[src/surplus_power_load_dispatcher_core_assert.svh]
// assertion macros for the load dispatcher
`ifndef SURPLUS_POWER_LOAD_DISPATCHER_CORE_ASSERT_SVH
`define SURPLUS_POWER_LOAD_DISPATCHER_CORE_ASSERT_SVH

// clocked check, off while reset is asserted
`define SPLD_ASSERT(lbl, prop, msg) \
	lbl: assert property (@(posedge clk) disable iff (!arst_n) prop) else $error(msg);

// clocked check that also holds during reset
`define SPLD_ASSERT_ALWAYS(lbl, prop, msg) \
	lbl: assert property (@(posedge clk) prop) else $error(msg);

`endif

[src/spld_pkg.sv]
package spld_pkg;

	typedef enum logic [2:0] {
		ST_IDLE,
		ST_READ,
		ST_SUM,
		ST_GRANT,
		ST_APPLY,
		ST_DONE
	} state_t;

	localparam logic [1:0] FUNC_TICK   = 2'd0;
	localparam logic [1:0] FUNC_MANUAL = 2'd1;
	localparam logic [1:0] FUNC_MODE   = 2'd2;

	localparam logic [2:0] REG_POWERS     = 3'd0;
	localparam logic [2:0] REG_PRIORITIES = 3'd1;
	localparam logic [2:0] REG_ACTIVE     = 3'd2;
	localparam logic [2:0] REG_RESERVE    = 3'd3;
	localparam logic [2:0] REG_HYSTERESIS = 3'd4;
	localparam logic [2:0] REG_MIN_TOGGLE = 3'd5;
	localparam logic [2:0] REG_ACTIVE_LOW = 3'd6;

	// signed working width of the surplus: 16-bit terms, up to four load powers added
	localparam int REM_BITS = 21;

	typedef logic signed [REM_BITS-1:0] rem_t;

endpackage

[src/surplus_power_load_dispatcher_core.sv]
// surplus power load dispatcher
// switches up to LOADS relay loads on spare solar power
// request channel (in_valid/in_ready): func selects a periodic tick, a manual
// relay set or a mode set; every request yields exactly one response
// response channel (out_valid/out_ready): on mask, pin levels, accepted flag
// and the auto mode flag, held in an output register until taken
// config channel (cfg_valid/cfg_ready): always ready, register index and data;
// writes are meant to happen while no request is in flight
// last toggle times live in a small one-port synchronous memory; an auto tick
// reads every entry once, forms the surplus, grants one load per cycle in
// priority order and writes back the toggled entries; other requests go
// straight to the write-back of the toggled entries
// one request is in work at a time; in_ready rises again once the response is
// in the output register, so a stalled receiver holds one response there, one
// more request is taken and waits in ST_DONE, and then new requests are blocked
// reset clears all loads to off, manual mode, all config registers to zero and the
// toggle times to zero (never toggled)
module surplus_power_load_dispatcher_core #(
	parameter int LOADS     = 4,
	parameter int TIME_BITS = 32
) (
	input  logic        clk,
	input  logic        arst_n,
	input  logic        in_valid,
	output logic        in_ready,
	input  logic [1:0]  func,
	input  logic        telemetry_ok,
	input  logic [15:0] pv_power_w,
	input  logic [15:0] site_load_w,
	input  logic [31:0] now_ms,
	input  logic [1:0]  relay_index,
	input  logic        relay_enable,
	input  logic        mode_auto,
	output logic        out_valid,
	input  logic        out_ready,
	output logic [3:0]  relay_on_mask,
	output logic [3:0]  relay_pin_levels,
	output logic        accepted,
	output logic        auto_active,
	input  logic        cfg_valid,
	output logic        cfg_ready,
	input  logic [2:0]  cfg_index,
	input  logic [63:0] cfg_data
);

	localparam int LIDX = (LOADS > 1) ? $clog2(LOADS) : 1;
	localparam int CW   = $clog2(LOADS + 1);
	localparam int RB   = spld_pkg::REM_BITS;

	// configuration registers
	logic [63:0] powers_q;
	logic [31:0] prios_q;
	logic [3:0]  active_q;
	logic [15:0] reserve_q;
	logic [15:0] hyst_q;
	logic [31:0] min_toggle_q;
	logic        active_low_q;

	// request latched at acceptance
	logic [15:0]          pv_q;
	logic [15:0]          site_q;
	logic [TIME_BITS-1:0] now_q;
	logic                 acc_q;

	// load state and tick scratch
	logic [LOADS-1:0] on_q;
	logic             auto_q;
	logic [LOADS-1:0] may_q;
	logic [LOADS-1:0] want_q;
	logic [LOADS-1:0] done_q;
	logic [LOADS-1:0] newon_q;
	spld_pkg::rem_t   rem_q;
	logic [CW-1:0]    cnt_q;

	spld_pkg::state_t state_q, state_d;

	// toggle time memory
	logic [TIME_BITS-1:0] time_mem [LOADS];
	logic [TIME_BITS-1:0] rd_data_q;
	logic                 mem_rd;
	logic                 mem_we;
	logic                 out_load;

	// output register
	logic       out_valid_q;
	logic [3:0] mask_q;
	logic [3:0] pins_q;
	logic       acc_out_q;
	logic       auto_out_q;

	logic in_acc;
	logic slot_free;
	logic auto_tick_req;

	logic [LOADS-1:0]     in_order;
	logic [LOADS-1:0]     elig;
	logic                 pick_found;
	logic [LIDX-1:0]      pick;
	logic [7:0]           pick_prio;
	spld_pkg::rem_t       pick_pw;
	spld_pkg::rem_t       pick_need;
	spld_pkg::rem_t       rem_init;
	logic [LOADS-1:0]     auto_newon;
	logic [LOADS-1:0]     req_newon;
	logic                 req_acc;
	logic                 may_now;
	logic [TIME_BITS-1:0] age;

	assign cfg_ready = 1'b1;
	assign in_acc    = in_valid && in_ready;
	assign slot_free = !out_valid_q || out_ready;
	assign auto_tick_req = (func == spld_pkg::FUNC_TICK) && telemetry_ok && auto_q;

	// config writes, unused index ignored
	always_ff @(posedge clk or negedge arst_n) begin
		if (!arst_n) begin
			powers_q     <= '0;
			prios_q      <= '0;
			active_q     <= '0;
			reserve_q    <= '0;
			hyst_q       <= '0;
			min_toggle_q <= '0;
			active_low_q <= 1'b0;
		end else if (cfg_valid && cfg_ready) begin
			case (cfg_index)
				spld_pkg::REG_POWERS:     powers_q     <= cfg_data;
				spld_pkg::REG_PRIORITIES: prios_q      <= cfg_data[31:0];
				spld_pkg::REG_ACTIVE:     active_q     <= cfg_data[3:0];
				spld_pkg::REG_RESERVE:    reserve_q    <= cfg_data[15:0];
				spld_pkg::REG_HYSTERESIS: hyst_q       <= cfg_data[15:0];
				spld_pkg::REG_MIN_TOGGLE: min_toggle_q <= cfg_data[31:0];
				spld_pkg::REG_ACTIVE_LOW: active_low_q <= cfg_data[0];
				default: ;
			endcase
		end
	end

	// loads that take part in the auto grant: active with nonzero rating
	always_comb begin
		for (int i = 0; i < LOADS; i++) begin
			in_order[i] = active_q[i] && (powers_q[16*i +: 16] != 16'd0);
		end
	end

	// effect of a request that needs no tick walk
	always_comb begin
		req_newon = on_q;
		req_acc   = 1'b1;
		case (func)
			spld_pkg::FUNC_TICK: begin
				if (!telemetry_ok) req_newon = '0;
			end
			spld_pkg::FUNC_MANUAL: begin
				if (auto_q || ({1'b0, relay_index} >= 3'(LOADS))
						|| !active_q[relay_index]) begin
					req_acc = 1'b0;
				end else begin
					for (int i = 0; i < LOADS; i++) begin
						if (relay_index == 2'(i)) req_newon[i] = relay_enable;
					end
				end
			end
			spld_pkg::FUNC_MODE: begin
				if (mode_auto) req_newon = '0;
			end
			default: ;
		endcase
	end

	// toggle check on the entry just read, elapsed time wraps at TIME_BITS
	assign age     = now_q - rd_data_q;
	assign may_now = (rd_data_q == '0) || (32'(age) >= min_toggle_q);

	// starting surplus: held-on loads already subtracted
	always_comb begin
		rem_init = RB'($signed({1'b0, pv_q})) - RB'($signed({1'b0, site_q}))
			- RB'($signed({1'b0, reserve_q}));
		for (int i = 0; i < LOADS; i++) begin
			if (on_q[i]) rem_init = rem_init + RB'($signed({1'b0, powers_q[16*i +: 16]}));
			if (on_q[i] && in_order[i] && !may_q[i]) begin
				rem_init = rem_init - RB'($signed({1'b0, powers_q[16*i +: 16]}));
			end
		end
	end

	// next load in priority order, lower index wins ties
	always_comb begin
		elig       = in_order & ~done_q;
		pick_found = 1'b0;
		pick       = '0;
		pick_prio  = '0;
		for (int i = 0; i < LOADS; i++) begin
			if (elig[i] && (!pick_found || prios_q[8*i +: 8] < pick_prio)) begin
				pick_found = 1'b1;
				pick       = LIDX'(i);
				pick_prio  = prios_q[8*i +: 8];
			end
		end
		pick_pw   = RB'($signed({1'b0, powers_q[16*pick +: 16]}));
		pick_need = on_q[pick] ? pick_pw : pick_pw + RB'($signed({1'b0, hyst_q}));
	end

	// final auto state: change only where a load may toggle; inactive or zero-power loads off
	always_comb begin
		for (int i = 0; i < LOADS; i++) begin
			if (in_order[i]) auto_newon[i] = may_q[i] ? want_q[i] : on_q[i];
			else             auto_newon[i] = 1'b0;
		end
	end

	// next state
	always_comb begin
		state_d = state_q;
		case (state_q)
			spld_pkg::ST_IDLE: begin
				if (in_acc) state_d = auto_tick_req ? spld_pkg::ST_READ : spld_pkg::ST_APPLY;
			end
			spld_pkg::ST_READ: begin
				if (cnt_q == CW'(LOADS)) state_d = spld_pkg::ST_SUM;
			end
			spld_pkg::ST_SUM:   state_d = spld_pkg::ST_GRANT;
			spld_pkg::ST_GRANT: begin
				if (!pick_found) state_d = spld_pkg::ST_APPLY;
			end
			spld_pkg::ST_APPLY: begin
				if (cnt_q == CW'(LOADS - 1)) state_d = spld_pkg::ST_DONE;
			end
			spld_pkg::ST_DONE: begin
				if (slot_free) state_d = spld_pkg::ST_IDLE;
			end
			default: state_d = spld_pkg::ST_IDLE;
		endcase
	end

	// state outputs
	always_comb begin
		in_ready = 1'b0;
		mem_rd   = 1'b0;
		mem_we   = 1'b0;
		out_load = 1'b0;
		case (state_q)
			spld_pkg::ST_IDLE:  in_ready = 1'b1;
			spld_pkg::ST_READ:  mem_rd   = (cnt_q < CW'(LOADS));
			spld_pkg::ST_APPLY: mem_we   = newon_q[cnt_q[LIDX-1:0]] != on_q[cnt_q[LIDX-1:0]];
			spld_pkg::ST_DONE:  out_load = slot_free;
			default: ;
		endcase
	end

	// sequencing and load state
	always_ff @(posedge clk or negedge arst_n) begin
		if (!arst_n) begin
			state_q <= spld_pkg::ST_IDLE;
			cnt_q   <= '0;
			on_q    <= '0;
			auto_q  <= 1'b0;
			may_q   <= '0;
			want_q  <= '0;
			done_q  <= '0;
			newon_q <= '0;
			acc_q   <= 1'b1;
		end else begin
			state_q <= state_d;
			case (state_q)
				spld_pkg::ST_IDLE: begin
					cnt_q  <= '0;
					want_q <= '0;
					done_q <= '0;
					if (in_acc) begin
						newon_q <= req_newon;
						acc_q   <= req_acc;
						if (func == spld_pkg::FUNC_MODE) auto_q <= mode_auto;
					end
				end
				spld_pkg::ST_READ: begin
					if (cnt_q != '0) may_q[LIDX'(cnt_q - CW'(1))] <= may_now;
					cnt_q <= (cnt_q == CW'(LOADS)) ? '0 : cnt_q + CW'(1);
				end
				spld_pkg::ST_GRANT: begin
					if (pick_found) begin
						done_q[pick] <= 1'b1;
						if (on_q[pick] && !may_q[pick]) begin
							want_q[pick] <= 1'b1;
						end else if (rem_q >= pick_need) begin
							want_q[pick] <= 1'b1;
						end
					end else begin
						newon_q <= auto_newon;
					end
				end
				spld_pkg::ST_APPLY: begin
					if (cnt_q == CW'(LOADS - 1)) begin
						cnt_q <= '0;
						on_q  <= newon_q;
					end else begin
						cnt_q <= cnt_q + CW'(1);
					end
				end
				default: ;
			endcase
		end
	end

	// surplus accumulator
	always_ff @(posedge clk) begin
		if (state_q == spld_pkg::ST_SUM) begin
			rem_q <= rem_init;
		end else if (state_q == spld_pkg::ST_GRANT && pick_found
				&& !(on_q[pick] && !may_q[pick]) && rem_q >= pick_need) begin
			rem_q <= rem_q - pick_pw;
		end
	end

	// request payload
	always_ff @(posedge clk) begin
		if (in_acc) begin
			pv_q   <= pv_power_w;
			site_q <= site_load_w;
			now_q  <= now_ms[TIME_BITS-1:0];
		end
	end

	// toggle time memory, zero at reset means never toggled
	always_ff @(posedge clk or negedge arst_n) begin
		if (!arst_n) begin
			for (int i = 0; i < LOADS; i++) time_mem[i] <= '0;
		end else if (mem_we) begin
			time_mem[cnt_q[LIDX-1:0]] <= now_q;
		end
	end

	always_ff @(posedge clk) begin
		if (mem_rd) rd_data_q <= time_mem[cnt_q[LIDX-1:0]];
	end

	// response register
	always_ff @(posedge clk or negedge arst_n) begin
		if (!arst_n) begin
			out_valid_q <= 1'b0;
		end else if (out_load) begin
			out_valid_q <= 1'b1;
		end else if (out_ready) begin
			out_valid_q <= 1'b0;
		end
	end

	always_ff @(posedge clk) begin
		if (out_load) begin
			mask_q     <= 4'(on_q);
			pins_q     <= 4'(on_q ^ {LOADS{active_low_q}});
			acc_out_q  <= acc_q;
			auto_out_q <= auto_q;
		end
	end

	assign out_valid        = out_valid_q;
	assign relay_on_mask    = mask_q;
	assign relay_pin_levels = pins_q;
	assign accepted         = acc_out_q;
	assign auto_active      = auto_out_q;

`include "surplus_power_load_dispatcher_core_assert.svh"

	// a taken request always starts work
	`SPLD_ASSERT(a_req_starts, in_valid && in_ready |=> state_q != spld_pkg::ST_IDLE, "request not started")
	// auto mode only drops on a mode set request
	`SPLD_ASSERT(a_auto_drop, $fell(auto_q) |-> $past(in_acc && func == spld_pkg::FUNC_MODE), "auto mode lost")
	// memory writes only during write-back
	`SPLD_ASSERT_ALWAYS(a_we_apply, mem_we |-> state_q == spld_pkg::ST_APPLY, "stray memory write")

endmodule

[config.mk]
export PLATFORM = sky130hd
export DESIGN_NAME = surplus_power_load_dispatcher_core
export DESIGN_NICKNAME = d
export VERILOG_FILES = /design/src/spld_pkg.sv /design/src/surplus_power_load_dispatcher_core.sv
export VERILOG_INCLUDE_DIRS = /design/src /design/src/src
export SDC_FILE = /design/constraint.sdc
export NUM_CORES = 1
export LEC_CHECK = 0
export CAP_MARGIN = 30
export CORE_ASPECT_RATIO = 1.5
export CORE_MARGIN = 8
export CORE_UTILIZATION = 65
export DETAILED_ROUTE_END_ITERATION = 12
export DONT_BUFFER_PORTS = 1
export GPL_TIMING_DRIVEN = 1
export PLACE_DENSITY = 0.81
export SLEW_MARGIN = 5
export SYNTH_ARGS = -nofsm -noshare
export SYNTH_HDL_FRONTEND = slang
export SYNTH_SLANG_ARGS = --single-unit
[constraint.sdc]
create_clock -name clk -period 15.1 [get_ports clk]
set_input_delay 1.51 -clock clk [delete_from_list [all_inputs] [get_ports clk]]
set_output_delay 1.51 -clock clk [all_outputs]
set_load 0.01 [all_outputs]
==> impl_table.tex <==
\begin{tabular}{lr}
\hline
Metric & Value \\
\hline
\multicolumn{2}{l}{\textbf{Critical path}} \\
Critical path data arrival time & approximately 14 ns \\
Minimum setup slack among reg-to-reg paths & 1.33 ns \\
Required time at the endpoint of the critical path & roughly 15 ns \\
Worst Setup Path Type & reg2reg \\
Launching point of the worst reg2reg path & site\_q[1]\$\_DFFE\_PP\_ \\
Critical Path Max Stage Delay & between 0.6 and 0.7 ns \\
Buf+Inv Stages, Crit Path & 4 \\
Crit-path slowest cell & sky130\_fd\_sc\_hd\_\_a2111oi\_0 \\
Source of the critical timing path & site\_q[1]\$\_DFFE\_PP\_ \\
Maximum fanout along the worst path & 5 \\
Most repeated library cell on the critical path & sky130\_fd\_sc\_hd\_\_ha\_1 \\
Largest delay contributor family on the critical path & compound AO/OA/AOI/OAI gates \\
Crit end category & register \\
Worst setup SP type & register \\
\multicolumn{2}{l}{\textbf{Timing}} \\
Worst Tran Pin Value & 0.992 ns \\
Relative slew slack & $\sim$33\% \\
Unrepaired setup endpoints after global routing & false \\
Hold Violations, Final & 0 \\
Minimum clock period after layout & around 14 ns \\
Skew final & between 0.03 and 0.04 ns \\
Period Utilization, post-route & between 90\% and 100\% \\
Count of pins over their slew limit & 0 \\
Peak Freq & 72.6 MHz \\
Number of failing setup endpoints in the final timing report & 0 \\
Summed negative setup slack over all endpoints & 0 ns \\
\multicolumn{2}{l}{\textbf{Clock network}} \\
TritonCTS sink count & $\sim$450 \\
H-tree depth reported by CTS & 2 \\
Number of setup buffers added after CTS & 0 \\
Number of cells upsized or downsized after cts & 0 \\
Hold buffer count at CTS & 0 \\
CTS tree & built \\
Clock Latency Late Sink & 0.60 ns \\
Number of buffers inserted during clock tree synthesis & 45 \\
Maximum clock insertion buffer count & 3 \\
Clock root buffer & sky130\_fd\_sc\_hd\_\_clkbuf\_16 \\
Clock input transition at the sequential cells of the worst setup and hold paths & about 0.07 ns \\
\multicolumn{2}{l}{\textbf{Synth}} \\
Most used DFF post-synth & sky130\_fd\_sc\_hd\_\_dfrtp\_1 \\
Seq cells post-synth & roughly 450 \\
Leading post-synthesis cells by cell area & sky130\_fd\_sc\_hd\_\_dfrtp\_1, sky130\_fd\_sc\_hd\_\_ha\_1, sky130\_fd\_sc\_hd\_\_edfxtp\_1, sky130\_fd\_sc\_hd\_\_mux2\_2, sky130\_fd\_sc\_hd\_\_o21ai\_0 \\
Per-instance average area after synthesis & 9.74 um2 \\
Library cell occupying the most area in the post-synthesis netlist & sky130\_fd\_sc\_hd\_\_dfrtp\_1 \\
Synth top area share & between 20\% and 30\% \\
Number of different library cells in the post-synthesis netlist & 98 \\
Number of instances in the synthesized netlist & about 3300 \\
Proportion of register bits with asynchronous set or reset after synthesis & between 70\% and 80\% \\
Number of enable flip-flop cells after synthesis & around 130 \\
Synth warnings & 0 \\
Portion of the post-synthesis area used by sequential elements & 36.9\% \\
Post-Syn Nets & roughly 3800 \\
Post-synthesis cell area & between 0.03 and 0.04 mm2 \\
\multicolumn{2}{l}{\textbf{Floorplanning}} \\
Core area & approximately 0.05 mm2 \\
Die Span X & roughly 200 um \\
Die boundary height & 289 um \\
Die Outline Area & between 0.05 and 0.06 mm2 \\
Row Count & 100 \\
Starting density of the core & between 60\% and 70\% \\
Top-level I/O count & $\sim$160 \\
\multicolumn{2}{l}{\textbf{GRT}} \\
Total routing usage reported by global routing & 31.1\% \\
Pin count of the biggest net entering global routing & 323 \\
Global-route wire length before repair & 140000 um \\
Number of global-route vias before repair & 26200 \\
Antenna violations before repair & 3 \\
Total gr overflow & 0 \\
\multicolumn{2}{l}{\textbf{Detailed routing}} \\
Count of TritonRoute iterations in the first routing pass & 7 \\
Total number of vias & between 20000 and 30000 \\
Wirelength, routed & slightly below 90000 um \\
1st-iter DRT viols & $\sim$1700 \\
Sum of met2 wire segment lengths after detailed routing & between 40000 and 50000 um \\
Highest routed layer & met4 \\
WL met1 & 31900 um \\
Ratio of routed vias to standard cells & about 6.4 \\
Final routed DRC violation total & 0 \\
Met3 wire length & just over 4000 um \\
Number of routed nets with antenna violations & 0 \\
Average wire per cell in the routed design & around 22 um \\
\multicolumn{2}{l}{\textbf{Cells and area}} \\
Final standard cell count with taps included and fillers excluded & 3982 \\
Count of nets after finishing & about 3700 \\
Most common cell after layout, fill and taps aside & sky130\_fd\_sc\_hd\_\_dfrtp\_1 \\
Signed area change from the synthesized netlist to the final layout & 7.27\% \\
Design Area, Final & between 0.03 and 0.04 mm2 \\
Most frequent cells in the layout & sky130\_fd\_sc\_hd\_\_dfrtp\_1, sky130\_fd\_sc\_hd\_\_ha\_1, sky130\_fd\_sc\_hd\_\_inv\_1, sky130\_fd\_sc\_hd\_\_mux2\_2, sky130\_fd\_sc\_hd\_\_nand2\_1 \\
Fraction of final layout cells sized beyond drive strength 1 & 13.8\% \\
\multicolumn{2}{l}{\textbf{Placement}} \\
Detailed placement HPWL & just under 70000 um \\
Port buffer count & 0 \\
Post-DP Area & 0.0329 mm2 \\
GP Congestion & $\sim$0.95 \\
Cells after DPL & 3888 \\
\multicolumn{2}{l}{\textbf{Run}} \\
Maximum Capacitance Violations & 0 \\
\multicolumn{2}{l}{\textbf{Status}} \\
Result of the run & complete, no violations \\
\multicolumn{2}{l}{\textbf{Hold path}} \\
Hold crit path type & reg2reg \\
Hold wc startpoint & done\_q[2]\$\_DFFE\_PN0P\_ \\
\hline
\end{tabular}
## through the flow
stage / setup WS [ns] / hold slack [ns] / utilization, %
global route: 0.253 / 0.512 / 70.1
CTS: 1.49 / 0.494 / 69.9
detailed placement: 1.60 / 0.480 / 66.7
global placement: 1.61 / 0.457 / 66.6
floorplan: 3.37 / 0.420 / -
finish: 1.33 / 0.495 / 70.1
## kinds of logic (layout without fill, tap and decap cells)
kind of cell	Yosys count	after routing	synth area share, %
xor gates and xnor gates	190	190	5.42
other	1	9	0.0116
muxes	331	331	12.6
DFF	449	449	36.9
adders and majority gates	321	321	12.8
AOI/OAI and AO/OA	814	814	15.9
buffers and inverters	388	394	4.57
and+or+nand+nor	811	811	11.9
## flip-flops by register name, indices dropped and copies added (netlist names), 21 cells and up
register,cells
rem_q,21
powers_q,64
time_mem,128
now_q,32
min_toggle_q,32
rd_data_q,32
prios_q,32
## synthesized netlist by cell type (11+ instances only)
library cell and n:
sky130_fd_sc_hd__dfrtp_1 321, sky130_fd_sc_hd__ha_1 308, sky130_fd_sc_hd__inv_1 283, sky130_fd_sc_hd__mux2_2 270, sky130_fd_sc_hd__nand2_1 260, sky130_fd_sc_hd__o21ai_0 254
sky130_fd_sc_hd__nor2_1 245, sky130_fd_sc_hd__a21oi_1 214, sky130_fd_sc_hd__edfxtp_1 127, sky130_fd_sc_hd__xnor2_1 123, sky130_fd_sc_hd__clkbuf_1 79, sky130_fd_sc_hd__a21o_1 71
sky130_fd_sc_hd__o21a_1 67, sky130_fd_sc_hd__xor2_1 57, sky130_fd_sc_hd__nor3_1 51, sky130_fd_sc_hd__nor2b_1 41, sky130_fd_sc_hd__nand3_1 40, sky130_fd_sc_hd__nor4_1 35
sky130_fd_sc_hd__nand2b_1 34, sky130_fd_sc_hd__mux4_2 33, sky130_fd_sc_hd__a211oi_1 27, sky130_fd_sc_hd__a31oi_1 27, sky130_fd_sc_hd__a21boi_0 26, sky130_fd_sc_hd__mux2i_1 26
sky130_fd_sc_hd__buf_1 20, sky130_fd_sc_hd__or3_1 17, sky130_fd_sc_hd__nand4_1 16, sky130_fd_sc_hd__o21bai_1 14, sky130_fd_sc_hd__fa_1 13, sky130_fd_sc_hd__o31ai_1 13
sky130_fd_sc_hd__and2_1 11, sky130_fd_sc_hd__o31a_1 11
## layer usage
| metal | GRT usage, % | vias to the layer above |
|---|---|---|
| met2 | 55.8 | 826 |
| met4 | 23.9 | 0 |
| met5 | 0 | - |
| li1 | - | 11800 |
| met3 | 4.36 | 309 |
| met1 | 32.5 | 12400 |
## final cells by class
type / count / area [um2]
Antenna cell: 8 / 20.0
Clock buffer: 56 / 1240
Clock inverter: 26 / 329
Fill cell: 3741 / 14800
Inverter: 285 / 1070
Multi-Input combinational cell: 2468 / 18900
Sequential cell: 449 / 11900
Tap cell: 663 / 830
Timing Repair Buffer: 27 / 263
## worst min-delay path, cell delays in order (launching register included)
cell	delay, ns
sky130_fd_sc_hd__dfrtp_1	0.34
sky130_fd_sc_hd__nor2_1	0.05
sky130_fd_sc_hd__nor2_1	0.07
## final timing paths
path                                                  to  cells after the start
worst min-delay path               done_q[2]$_DFFE_PN0P_                      2
min in group asynchronous       time_mem[25]$_DFFE_PN0P_                      0
worst max-delay path                 rem_q[20]$_DFFE_PP_                     63
max in group asynchronous       powers_q[52]$_DFFE_PN0P_                      0
worst max register to register       rem_q[20]$_DFFE_PP_                     63
worst min register to register     done_q[2]$_DFFE_PN0P_                      2
Power is left out: the tool's default activity adds up to more than one toggle a clock period on the data nets, which glitch-free logic cannot reach.
